===== config.mk =====
export PLATFORM = sky130hd
export DESIGN_NAME = single_wire_humidity_sensor_reader
export DESIGN_NICKNAME = d
export VERILOG_FILES = /design/src/hw/rtl/swhs_pkg.sv /design/src/hw/rtl/swhs_frame_decode.sv /design/src/hw/rtl/swhs_core.sv /design/src/hw/rtl/single_wire_humidity_sensor_reader.sv
export SDC_FILE = /design/constraint.sdc
export NUM_CORES = 1
export LEC_CHECK = 0
export ABC_AREA = 1
export BUFFER_PORTS_ARGS = -buffer_cell sky130_fd_sc_hd__buf_2
export CORE_MARGIN = 5
export CORE_UTILIZATION = 45
export DETAILED_ROUTE_END_ITERATION = 8
export PLACE_DENSITY = 0.67
export SLEW_MARGIN = 0
export SYNTH_ARGS = -nofsm -noshare
export SYNTH_HDL_FRONTEND = slang
export SYNTH_SLANG_ARGS = --single-unit

===== constraint.sdc =====
create_clock -name clock -period 12.36 [get_ports clock]
set_clock_uncertainty 0.2 [all_clocks]
set_input_delay 2.472 -clock clock [delete_from_list [all_inputs] [get_ports clock]]
set_output_delay 2.472 -clock clock [all_outputs]
set_load 0.03 [all_outputs]

===== src/hw/rtl/swhs_pkg.sv =====
`timescale 1ns / 1ps

package swhs_pkg;

   localparam int unsigned FRAME_BITS = 40;

   // register indexes on the csr port
   localparam logic [2:0] CSR_SENSOR_TYPE  = 3'd0;
   localparam logic [2:0] CSR_TIMEOUT      = 3'd1;
   localparam logic [2:0] CSR_WAKE_HIGH    = 3'd2;
   localparam logic [2:0] CSR_START_LOW    = 3'd3;
   localparam logic [2:0] CSR_RELEASE_HIGH = 3'd4;
   localparam logic [2:0] CSR_SETTLE       = 3'd5;
   localparam logic [2:0] CSR_MIN_INTERVAL = 3'd6;

   // status codes
   localparam logic [1:0] STAT_FRESH    = 2'd0;
   localparam logic [1:0] STAT_CACHED   = 2'd1;
   localparam logic [1:0] STAT_TIMEOUT  = 2'd2;
   localparam logic [1:0] STAT_CHECKSUM = 2'd3;

   localparam logic [21:0] SINCE_MAX = 22'h3FFFFF;

   // x / 10 == (x * 0xCCCD) >> 19 for every 16-bit x
   localparam logic [15:0] DIV10_RECIP = 16'hCCCD;
   localparam int unsigned DIV10_SHIFT = 19;

   typedef struct packed {
      logic        sensor_type;
      logic [15:0] timeout_ticks;
      logic [19:0] wake_high_ticks;
      logic [19:0] start_low_ticks;
      logic [9:0]  release_high_ticks;
      logic [9:0]  settle_ticks;
      logic [21:0] min_interval_ticks;
   } cfg_type;

   localparam cfg_type CFG_RESET = '{
      sensor_type:        1'b1,
      timeout_ticks:      16'd1000,
      wake_high_ticks:    20'd50000,
      start_low_ticks:    20'd20000,
      release_high_ticks: 10'd40,
      settle_ticks:       10'd10,
      min_interval_ticks: 22'd2000000
   };

   typedef struct packed {
      logic               sum_ok;
      logic [12:0]        humidity;
      logic signed [12:0] temperature;
   } decode_type;

   // one result item; bit order matches rsp_tdata
   typedef struct packed {
      logic signed [12:0] temperature;
      logic [12:0]        humidity;
      logic [1:0]         status_code;
      logic               read_ok;
      logic               done_res;
      logic               drive_value;
      logic               drive_enable;
   } step_type;

endpackage


===== src/hw/rtl/swhs_frame_decode.sv =====
`timescale 1ns / 1ps

// Checksum and unit conversion of a finished 40-bit frame.
module swhs_frame_decode (
   input  logic [swhs_pkg::FRAME_BITS-1:0] frame,
   input  logic                            sensor_type,
   output swhs_pkg::decode_type            result
);

   logic [7:0]  b0, b1, b2, b3, b4;
   logic [7:0]  sum;
   logic [15:0] hum_raw, temp_raw;
   logic [31:0] hum_prod, temp_prod;
   logic [12:0] hum_q, temp_q;

   assign b0 = frame[39:32];
   assign b1 = frame[31:24];
   assign b2 = frame[23:16];
   assign b3 = frame[15:8];
   assign b4 = frame[7:0];

   assign sum = b0 + b1 + b2 + b3;

   assign hum_raw  = {b0, b1};
   assign temp_raw = {1'b0, b2[6:0], b3};

   // divide by ten through the reciprocal
   assign hum_prod  = hum_raw * swhs_pkg::DIV10_RECIP;
   assign temp_prod = temp_raw * swhs_pkg::DIV10_RECIP;
   assign hum_q     = hum_prod[swhs_pkg::DIV10_SHIFT +: 13];
   assign temp_q    = temp_prod[swhs_pkg::DIV10_SHIFT +: 13];

   always_comb begin
      result.sum_ok = (sum == b4);
      if (!sensor_type) begin
         result.humidity    = {5'd0, b0};
         result.temperature = $signed({5'd0, b2});
      end else begin
         result.humidity    = hum_q;
         // sign-magnitude to two's complement
         result.temperature = b2[7] ? $signed(13'd0 - temp_q) : $signed(temp_q);
      end
   end

endmodule


===== src/hw/rtl/swhs_core.sv =====
`timescale 1ns / 1ps

// Transaction sequencer: handles one line sample per step.
module swhs_core (
   input  logic                clock,
   input  logic                reset,
   input  logic                step_en,
   input  logic                read_request,
   input  logic                line_level,
   input  swhs_pkg::cfg_type   cfg,
   output swhs_pkg::step_type  step
);

   typedef enum logic [3:0] {
      PH_IDLE   = 4'd0,
      PH_WAKE   = 4'd1,
      PH_START  = 4'd2,
      PH_REL    = 4'd3,
      PH_SETTLE = 4'd4,
      PH_RLOW   = 4'd5,
      PH_RHIGH  = 4'd6,
      PH_BLOW   = 4'd7,
      PH_BHIGH  = 4'd8
   } phase_type;

   phase_type                       phase_ff, phase_in;
   logic [19:0]                     ticks_ff, ticks_in;
   logic [15:0]                     low_ff, low_in;
   logic [5:0]                      bit_ff, bit_in;
   logic [swhs_pkg::FRAME_BITS-1:0] frame_ff, frame_in;
   logic [12:0]                     hum_ff, hum_in;
   logic signed [12:0]              temp_ff, temp_in;
   logic                            ok_ff, ok_in;
   logic                            first_ff, first_in;
   logic [21:0]                     since_ff, since_in;

   swhs_pkg::decode_type            dec;

   logic                            timed_act, restarted, fail, finish, go_on, level;
   phase_type                       tph, rph;
   logic [20:0]                     t1;

   function automatic logic [19:0] timed_len(phase_type p, swhs_pkg::cfg_type c);
      logic [19:0] r;
      unique case (p)
         PH_WAKE:  r = c.wake_high_ticks;
         PH_START: r = c.start_low_ticks;
         PH_REL:   r = {10'd0, c.release_high_ticks};
         default:  r = {10'd0, c.settle_ticks};
      endcase
      return r;
   endfunction

   function automatic phase_type succ(phase_type p);
      phase_type r;
      unique case (p)
         PH_WAKE:  r = PH_START;
         PH_START: r = PH_REL;
         PH_REL:   r = PH_SETTLE;
         default:  r = PH_RLOW;
      endcase
      return r;
   endfunction

   // skip timed phases configured to zero length
   function automatic phase_type skip_zero(phase_type p, swhs_pkg::cfg_type c);
      phase_type r;
      r = p;
      if (r == PH_WAKE && c.wake_high_ticks == '0) r = PH_START;
      if (r == PH_START && c.start_low_ticks == '0) r = PH_REL;
      if (r == PH_REL && c.release_high_ticks == '0) r = PH_SETTLE;
      if (r == PH_SETTLE && c.settle_ticks == '0) r = PH_RLOW;
      return r;
   endfunction

   swhs_frame_decode u_decode (
      .frame       (frame_in),
      .sensor_type (cfg.sensor_type),
      .result      (dec)
   );

   always_comb begin
      phase_in  = phase_ff;
      ticks_in  = ticks_ff;
      low_in    = low_ff;
      bit_in    = bit_ff;
      frame_in  = frame_ff;
      hum_in    = hum_ff;
      temp_in   = temp_ff;
      ok_in     = ok_ff;
      first_in  = first_ff;
      since_in  = since_ff;
      step      = '0;
      timed_act = 1'b0;
      restarted = 1'b0;
      fail      = 1'b0;
      finish    = 1'b0;
      go_on     = 1'b0;
      tph       = phase_ff;
      rph       = PH_RLOW;
      t1        = '0;
      level     = !(phase_ff == PH_RLOW || phase_ff == PH_BLOW);

      unique case (phase_ff) inside
         PH_WAKE, PH_START, PH_REL, PH_SETTLE: begin
            timed_act = 1'b1;
         end
         PH_RLOW, PH_RHIGH, PH_BLOW, PH_BHIGH: begin
            if (line_level == level) begin
               if (ticks_ff >= {4'd0, cfg.timeout_ticks}) begin
                  fail = 1'b1;
               end else begin
                  ticks_in = ticks_ff + 20'd1;
               end
            end else if (ticks_ff == '0) begin
               fail = 1'b1;
            end else begin
               go_on = 1'b1;
               unique case (phase_ff)
                  PH_RLOW:  phase_in = PH_RHIGH;
                  PH_RHIGH: phase_in = PH_BLOW;
                  PH_BLOW: begin
                     low_in   = ticks_ff[15:0];
                     phase_in = PH_BHIGH;
                  end
                  default: begin
                     frame_in = {frame_ff[swhs_pkg::FRAME_BITS-2:0],
                                 (ticks_ff > {4'd0, low_ff})};
                     bit_in   = bit_ff + 6'd1;
                     if (bit_in >= 6'(swhs_pkg::FRAME_BITS)) begin
                        go_on  = 1'b0;
                        finish = 1'b1;
                     end else begin
                        phase_in = PH_BLOW;
                     end
                  end
               endcase
               if (go_on) begin
                  if (cfg.timeout_ticks == '0) begin
                     fail = 1'b1;
                  end else begin
                     ticks_in = 20'd1;
                  end
               end
            end
         end
         default: begin
            phase_in = PH_IDLE;
            if (read_request) begin
               if (!first_ff && since_ff < cfg.min_interval_ticks) begin
                  step.done_res    = 1'b1;
                  step.status_code = swhs_pkg::STAT_CACHED;
               end else begin
                  first_in  = 1'b0;
                  since_in  = '0;
                  restarted = 1'b1;
                  frame_in  = '0;
                  bit_in    = '0;
                  low_in    = '0;
                  rph       = skip_zero(PH_WAKE, cfg);
                  if (rph == PH_RLOW) begin
                     phase_in = PH_RLOW;
                     ticks_in = '0;
                  end else begin
                     timed_act = 1'b1;
                     tph       = rph;
                  end
               end
            end
         end
      endcase

      // one tick of a wake, start, release or settle phase
      if (timed_act) begin
         step.drive_enable = (tph != PH_SETTLE);
         step.drive_value  = (tph == PH_WAKE || tph == PH_REL);
         t1 = restarted ? 21'd1 : ({1'b0, ticks_ff} + 21'd1);
         if (t1 >= {1'b0, timed_len(tph, cfg)}) begin
            phase_in = skip_zero(succ(tph), cfg);
            ticks_in = '0;
         end else begin
            phase_in = tph;
            ticks_in = t1[19:0];
         end
      end

      if (fail) begin
         step.done_res    = 1'b1;
         step.status_code = swhs_pkg::STAT_TIMEOUT;
      end
      if (finish) begin
         step.done_res    = 1'b1;
         step.status_code = dec.sum_ok ? swhs_pkg::STAT_FRESH : swhs_pkg::STAT_CHECKSUM;
      end
      if (fail || (finish && !dec.sum_ok)) begin
         ok_in   = 1'b0;
         hum_in  = '0;
         temp_in = '0;
      end else if (finish) begin
         ok_in   = 1'b1;
         hum_in  = dec.humidity;
         temp_in = dec.temperature;
      end
      if (fail || finish) begin
         phase_in = PH_IDLE;
         ticks_in = '0;
      end

      if (!restarted && since_ff != swhs_pkg::SINCE_MAX) begin
         since_in = since_ff + 22'd1;
      end

      step.read_ok     = ok_in;
      step.humidity    = hum_in;
      step.temperature = temp_in;
   end

   always_ff @(posedge clock) begin
      if (reset) begin
         phase_ff <= PH_IDLE;
         ticks_ff <= '0;
         low_ff   <= '0;
         bit_ff   <= '0;
         frame_ff <= '0;
         hum_ff   <= '0;
         temp_ff  <= '0;
         ok_ff    <= 1'b0;
         first_ff <= 1'b1;
         since_ff <= '0;
      end else if (step_en) begin
         phase_ff <= phase_in;
         ticks_ff <= ticks_in;
         low_ff   <= low_in;
         bit_ff   <= bit_in;
         frame_ff <= frame_in;
         hum_ff   <= hum_in;
         temp_ff  <= temp_in;
         ok_ff    <= ok_in;
         first_ff <= first_in;
         since_ff <= since_in;
      end
   end

endmodule


===== src/hw/rtl/single_wire_humidity_sensor_reader.sv =====
`timescale 1ns / 1ps

// Channel   Dir  Handshake          Payload
// req_      in   tvalid/tready      tdata[7:0]: read_request, line_level
// rsp_      out  tvalid/tready      tdata[31:0]: one result item per req item
// csr_      in   we (no handshake)  index[2:0], wdata[21:0]
//
// Every req item is one line sample and yields exactly one rsp item.
// Items pass the input register, then the step logic into the output register.
// Throughput is one item per cycle; the pacing loop is the sequencer state
// update (counters, frame shifter, checksum and divide-by-ten multiply).
// Reset is synchronous and active high; config returns to its reset values.
// A stalled rsp holds its item; req then waits once the input register is full.
module single_wire_humidity_sensor_reader (
   input  logic        clock,
   input  logic        reset,
   // req item
   input  logic        req_tvalid,
   output logic        req_tready,
   input  logic [7:0]  req_tdata,   // [0] read_request, [1] line_level, [7:2] zero
   // rsp item
   output logic        rsp_tvalid,
   input  logic        rsp_tready,
   output logic [31:0] rsp_tdata,   // [0] drive_enable, [1] drive_value, [2] done_res,
                                    // [3] read_ok, [5:4] status_code,
                                    // [18:6] humidity, [31:19] temperature
   // register writes
   input  logic        csr_we,
   input  logic [2:0]  csr_index,
   input  logic [21:0] csr_wdata
);

   swhs_pkg::cfg_type  cfg_ff;
   swhs_pkg::step_type step, rsp_ff;

   logic in_valid_ff, in_req_ff, in_line_ff;
   logic rsp_valid_ff;
   logic out_free, step_en, req_fire;

   // output slot free when empty or being drained this cycle
   assign out_free   = !rsp_valid_ff || rsp_tready;
   assign step_en    = in_valid_ff && out_free;
   assign req_tready = !in_valid_ff || out_free;
   assign req_fire   = req_tvalid && req_tready;

   // config registers
   always_ff @(posedge clock) begin
      if (reset) begin
         cfg_ff <= swhs_pkg::CFG_RESET;
      end else if (csr_we) begin
         unique case (csr_index)
            swhs_pkg::CSR_SENSOR_TYPE:  cfg_ff.sensor_type        <= csr_wdata[0];
            swhs_pkg::CSR_TIMEOUT:      cfg_ff.timeout_ticks      <= csr_wdata[15:0];
            swhs_pkg::CSR_WAKE_HIGH:    cfg_ff.wake_high_ticks    <= csr_wdata[19:0];
            swhs_pkg::CSR_START_LOW:    cfg_ff.start_low_ticks    <= csr_wdata[19:0];
            swhs_pkg::CSR_RELEASE_HIGH: cfg_ff.release_high_ticks <= csr_wdata[9:0];
            swhs_pkg::CSR_SETTLE:       cfg_ff.settle_ticks       <= csr_wdata[9:0];
            swhs_pkg::CSR_MIN_INTERVAL: cfg_ff.min_interval_ticks <= csr_wdata[21:0];
            default: ;  // unused index, write dropped
         endcase
      end
   end

   // input register
   always_ff @(posedge clock) begin
      if (reset) begin
         in_valid_ff <= 1'b0;
      end else if (req_fire) begin
         in_valid_ff <= 1'b1;
      end else if (step_en) begin
         in_valid_ff <= 1'b0;
      end
   end

   always_ff @(posedge clock) begin
      if (req_fire) begin
         in_req_ff  <= req_tdata[0];
         in_line_ff <= req_tdata[1];
      end
   end

   swhs_core u_core (
      .clock        (clock),
      .reset        (reset),
      .step_en      (step_en),
      .read_request (in_req_ff),
      .line_level   (in_line_ff),
      .cfg          (cfg_ff),
      .step         (step)
   );

   // output register
   always_ff @(posedge clock) begin
      if (reset) begin
         rsp_valid_ff <= 1'b0;
      end else if (step_en) begin
         rsp_valid_ff <= 1'b1;
      end else if (rsp_tready) begin
         rsp_valid_ff <= 1'b0;
      end
   end

   always_ff @(posedge clock) begin
      if (step_en) begin
         rsp_ff <= step;
      end
   end

   assign rsp_tvalid = rsp_valid_ff;
   assign rsp_tdata  = rsp_ff;

endmodule


==> Word level (Yosys, flattened, before mapping) <==
Cells that the tools add are included.
{ "classes": {"n_lt_le_gt_ge": 5, "add_sub_neg": 8, "reduce_logical": 55, "n_eq_ne": 45, "bitwise": 3, "n_mul": 2, "n_mux": 125} }
{ "op_table": {"columns": ["operator", "count"], "rows": [
  ["20-bit 2-to-1 mux", 12],
  ["40-bit 2-to-1 mux", 5],
  ["4-bit 2-to-1 mux", 39],
  ["22-bit 2-to-1 mux", 4],
  ["16-bit 2-to-1 mux", 5],
  ["40-bit case mux with 2 select lines", 1],
  ["13-bit 2-to-1 mux", 5],
  ["20-bit logical NOT", 3],
  ["20-bit case mux with 3 select lines", 1],
  ["20-bit case mux with 2 select lines", 1],
  ["1-bit 2-to-1 mux", 33],
  ["4-bit by 2-bit equality test with 1-bit output, second input constant", 8],
  ["16-bit by 16-bit multiplier with 32-bit output, second input constant", 1],
  ["16-bit case mux with 2 select lines", 1],
  ["15-bit by 16-bit multiplier with 31-bit output, second input constant", 1],
  ["6-bit 2-to-1 mux", 5],
  ["4-bit by 3-bit equality test with 1-bit output, second input constant", 7],
  ["26-bit 2-to-1 mux", 1],
  ["8-bit adder", 3],
  ["22-bit by 1-bit adder with 22-bit output, second input constant", 1],
  ["22-bit less-than comparator", 1],
  ["22-bit inequality test, second input constant", 1],
  ["20-bit by 1-bit adder with 21-bit output, second input constant", 1],
  ["21-bit by 20-bit greater-or-equal comparator with 1-bit output", 1],
  ["other kinds (47)", 102]
]} }
{ "totals": {"wordCells": 271, "in_bits": 38, "out_inout_bits": 34, "ff_bits": 271} }

==> Longest topological paths before layout <==
{ "logic_depth": {"word_depth": 55, "depth_mapped": 52, "depth_no_buf": 49} }

==> Cells and area by module <==
Synthesis repeated with hierarchy kept, for this count alone.
{ "hier_totals": {"hier_cells": 3486, "area_unflattened_um2": 25325.5} }
{ "by_module_without_submodules": {"columns": ["mod", "area_per_inst_um2", "seq_area_each_um2", "n_inst", "cells_each"], "rows": [
  ["swhs_core", 10267.3, 2722.6, 1, 1600],
  ["swhs_frame_decode", 10117.2, 0.0, 1, 1295],
  ["single_wire_humidity_sensor_reader", 4941.0, 3042.9, 1, 591]
]} }

==> Least setup slack after synthesis <==
Ideal clock, no wire load.
{ "synth_path": {"path_type": "reg2reg", "from": "reg u_core.ticks_ff[0]", "to": "reg rsp_ff, in the netlist rsp_tdata[31] (data pin)", "setup_slack_ps": 4732, "required_time_ps": 11909, "t_arrival_ps": 7177, "stages_incl_launch_ff": 44, "synth_period_minus_slack_ps": 7628, "setup_ps": 251, "n_path_buf": 5, "cell_sequence": "dfxtp_1 > inv_1 > ha_1 > nand3_1 > nor2_1 > nand3_1 > nand3_2 > buf_6 > buf_6 > buf_6 > clkbuf_1 > clkbuf_1 > o21ai_0 > o211ai_1 > nand2_1 > inv_1 > ha_1 > xnor2_1 > [... 8 more ...] > nand2_1 > nor2_1 > inv_1 > o21ai_0 > inv_1 > nand2_1 > nand2_1 > nand2_1 > ha_1 > inv_1 > nor2_1 > nand3_1 > nor2_1 > nand3_1 > o211ai_1 > nand2_1 > nand2_1 > inv_1"} }
{ "synth_rtl": {"columns": ["element", "line", "rtl"], "rows": [
  ["start, declared", "swhs_core.sv:27", "logic [19:0] ticks_ff, ticks_in;"],
  ["start signal, assigned", "swhs_core.sv:232", "ticks_ff <= ticks_in;"],
  ["end signal, assigned", "single_wire_humidity_sensor_reader.sv:105", "rsp_ff <= step;"],
  ["end, declared", "single_wire_humidity_sensor_reader.sv:34", "swhs_pkg::step_type step, rsp_ff;"]
]} }

==> out/results.txt <==
First-pass GRT wire length: 109 mm
Crit path largest cell delay: 0.53 ns
Crit path max-delay cell type: fa_1
WS Path Type: register to register
Starting DRC count in detailed routing: 1,642
Initial Util: 0.453
Final setup violating endpoints: 0
Antenna-violating nets left: 0
Die height: 245 um
Maxcap violations: 0
Post-cts repair resize count: 0
Cell area after synthesis: 24,900 um^2
Clk sink count: 271
Detailed placer's ending HPWL: 51.9 mm
Largest net degree at the start of global routing: 95
NumNets Final: 3,852
Routability cong.: 0.905
Tcrit/Tclk final: 0.759
Ports: 72
Yosys warning count: 0
Status: finished, final reports clean
Post-route cell area: 26,800 um^2
Critical path arrival: 9.51 ns
Post-synth cell types: 66
FP Rows: 86
DRC viols: 0
Most used flip-flop cell after synthesis: dfxtp_1
WP data required: 12.49 ns
Rel. slew slack: 0.229
Synth Register Bits: 271
CTS tree: done
Worst Tran Pin Value: 1.15 ns
Critical-path maximum fanout: 39
Mapped Avg Cell Area: 7.47 um^2
# placed instances: 4,007
Unrepaired setup endpoints after global routing: false
Critical Path Source Type: register
CTS Buf Count: 29
Overflow after GRT: 0
Ys async rst share: 0
Hold Path Class: register to register
Register area share after synthesis: 0.232
Area of the core: 54,900 um^2
Fmax: 107 MHz
Number of synthesized flops with an enable pin: 34
Placed Area: 25,800 um^2
Worst-case clock buffer depth: 3
Setup TNS: 0 ns
Worst Setup End Kind: register
CTS H-tree lvls: 1
Die width: 245 um
Slew Limit Fails: 0
Number of buffers added on ports: 65
Total iterations of the first detailed-routing run: 6
Hold Fails Final Rpt: 0
Net Count, Synth: 3,846
Fin crit period: 9.38 ns
Top cell by count, worst path: inv_1
Tot GR Track Use: 0.220
Clock root buffer: clkbuf_16
P&R area growth vs syn: 7.64%
Synth Instances: 3,328
Postcts setup bufs: 0
Worst-Skew Late Latency: 0.59 ns
Hold-fix buffers, CTS: 0
Layout cells sized above 1: 0.0551
DR WL/cell: 16.6 um
Post-route insts no fill: 4,062
Wirelength, routed: 67.5 mm
Worst-path clk slew: 0.06 ns
Initial antenna violation count: 0
Via count: 21,983
Die area: 60,100 um^2
Vias/cell: 5.41
Vias in the first global route: 20,682
[final cells by class]
| class | instances | area, um^2 |
|---|---|---|
| fillers | 5484 | 28100 |
| multi-input cells | 2329 | 16300 |
| inverters | 617 | 2320 |
| flip-flops and latches | 271 | 5770 |
| repair buffers | 86 | 483 |
| clock inverters | 15 | 174 |
| well taps | 704 | 881 |
| diodes | 1 | 2.50 |
| clock buffers | 39 | 813 |
[path summary, 6_finish.rpt]
path | start | to | slack (ns) | depth (start not counted)
max | u_core.phase_ff[0] | rsp_tdata[29] | 2.98 | 42
min | u_core.first_ff | u_core.first_ff | 0.25 | 2
max reg2reg | u_core.phase_ff[0] | rsp_tdata[29] | 2.98 | 42
min reg2reg | u_core.first_ff | u_core.first_ff | 0.25 | 2
[cells by family (layout without fill, tap and decap cells)]
family          after synthesis  in the layout  synth area share
compound gates              808            808             0.180
xor+xnor                     54             54            0.0193
fa+ha+maj                   480            480             0.287
buf+inv                     728            757             0.112
flops                       271            271             0.232
other cells                   0              1                 0
simple gates                987            987             0.169
[through the flow]
stage | util | hold WS, ns | worst slack [ns]
3_5_place_dp | 0.470 | 0.240 | 3.15
2_1_floorplan | - | 0.220 | 4.73
3_3_place_gp | 0.470 | 0.238 | 3.20
4_1_cts | 0.488 | 0.254 | 3.12
5_1_grt | 0.488 | 0.286 | 2.38
6_report | 0.488 | 0.254 | 2.98
[cell usage after synthesis, types with 3 or more instances]
| library cell | n | area [um^2] |
|---|---|---|
| dfxtp_1 | 237 | 4740 |
| nand2_1 | 501 | 1880 |
| clkinv_1 | 7 | 26.3 |
| and2_1 | 3 | 18.8 |
| a221oi_1 | 3 | 26.3 |
| o21bai_1 | 5 | 37.5 |
| a211oi_1 | 27 | 203 |
| a31oi_1 | 12 | 75.1 |
| a21boi_0 | 3 | 22.5 |
| o21a_1 | 6 | 45.0 |
| o31ai_1 | 3 | 22.5 |
| buf_6 | 6 | 67.6 |
| o21ai_0 | 326 | 1630 |
| o21ai_1 | 12 | 60.1 |
| nand4_1 | 24 | 150 |
| fa_1 | 152 | 3040 |
| a21o_1 | 6 | 45.0 |
| o211ai_1 | 52 | 390 |
| edfxtp_1 | 34 | 1020 |
| buf_2 | 4 | 20.0 |
| nor2_4 | 4 | 45.0 |
| buf_1 | 12 | 45.0 |
| or2_2 | 15 | 93.8 |
| nor2_1 | 236 | 886 |
| o2111ai_1 | 5 | 43.8 |
| nor3_1 | 35 | 175 |
| clkbuf_1 | 89 | 334 |
| nand3b_1 | 9 | 67.6 |
| nor4_1 | 30 | 188 |
| a21oi_1 | 309 | 1550 |
| inv_2 | 9 | 33.8 |
| nand3_1 | 116 | 581 |
| xnor2_1 | 14 | 123 |
| inv_1 | 600 | 2250 |
| o32ai_1 | 3 | 26.3 |
| nand2_2 | 3 | 18.8 |
| ha_1 | 328 | 4100 |
| o22ai_1 | 16 | 100 |
| xor2_1 | 39 | 342 |
[placed cells by master, fill, tap and decap left out, types with 4 or more instances in the layout]
cell type	instances
edfxtp_1	34
a211oi_1	27
buf_4	21
nand3b_1	9
o21bai_1	5
buf_2	65
clkinv_1	6
o2111ai_1	4
xnor2_1	14
clkinv_2	9
nor2_1	235
ha_1	328
inv_2	9
fa_1	152
clkbuf_1	5
nand4_1	24
clkbuf_16	29
nand2_1	501
o21a_1	6
o21ai_0	326
o22ai_1	16
a21o_1	6
dfxtp_1	237
clkbuf_8	5
xor2_1	39
a31oi_1	12
nand3_1	116
o21ai_1	12
o211ai_1	52
a21oi_1	309
nor4_1	30
nor2_4	4
inv_1	599
or2_2	15
nor3_1	35
[state kept, by name (all words and copies together), names as in the netlist]
| signal | cells |
|---|---|
| u_core.temp_ff | 13 |
| in_line_ff | 1 |
| in_req_ff | 1 |
| cfg_ff | 99 |
| u_core.ticks_ff | 20 |
| u_core.phase_ff | 4 |
| u_core.ok_ff | 1 |
| u_core.bit_ff | 6 |
| u_core.hum_ff | 13 |
| rsp_tdata | 32 |
| u_core.since_ff | 22 |
| rsp_tvalid | 1 |
| u_core.frame_ff | 40 |
| in_valid_ff | 1 |
| u_core.low_ff | 16 |
| u_core.first_ff | 1 |
[critical path: cells and delay by family, from the launching register on]
family                     cells  cell delay [ns]
AOI/OAI and AO/OA              3             0.97
adders and majority gates      8             3.23
DFF                            1             0.44
and+or+nand+nor               19             2.58
buffers and inverters         12             1.64
[layer usage]
metal	share of wire	GRT usage	wire, um
met3	0.053	0.0240	3570
met5	0	0	0
met2	0.46	0.365	30900
met4	0.033	0.0629	2230
met1	0.46	0.306	30800
Power is left out: the tool's default activity adds up to more than one toggle a clock period on the data nets, which glitch-free logic cannot reach.
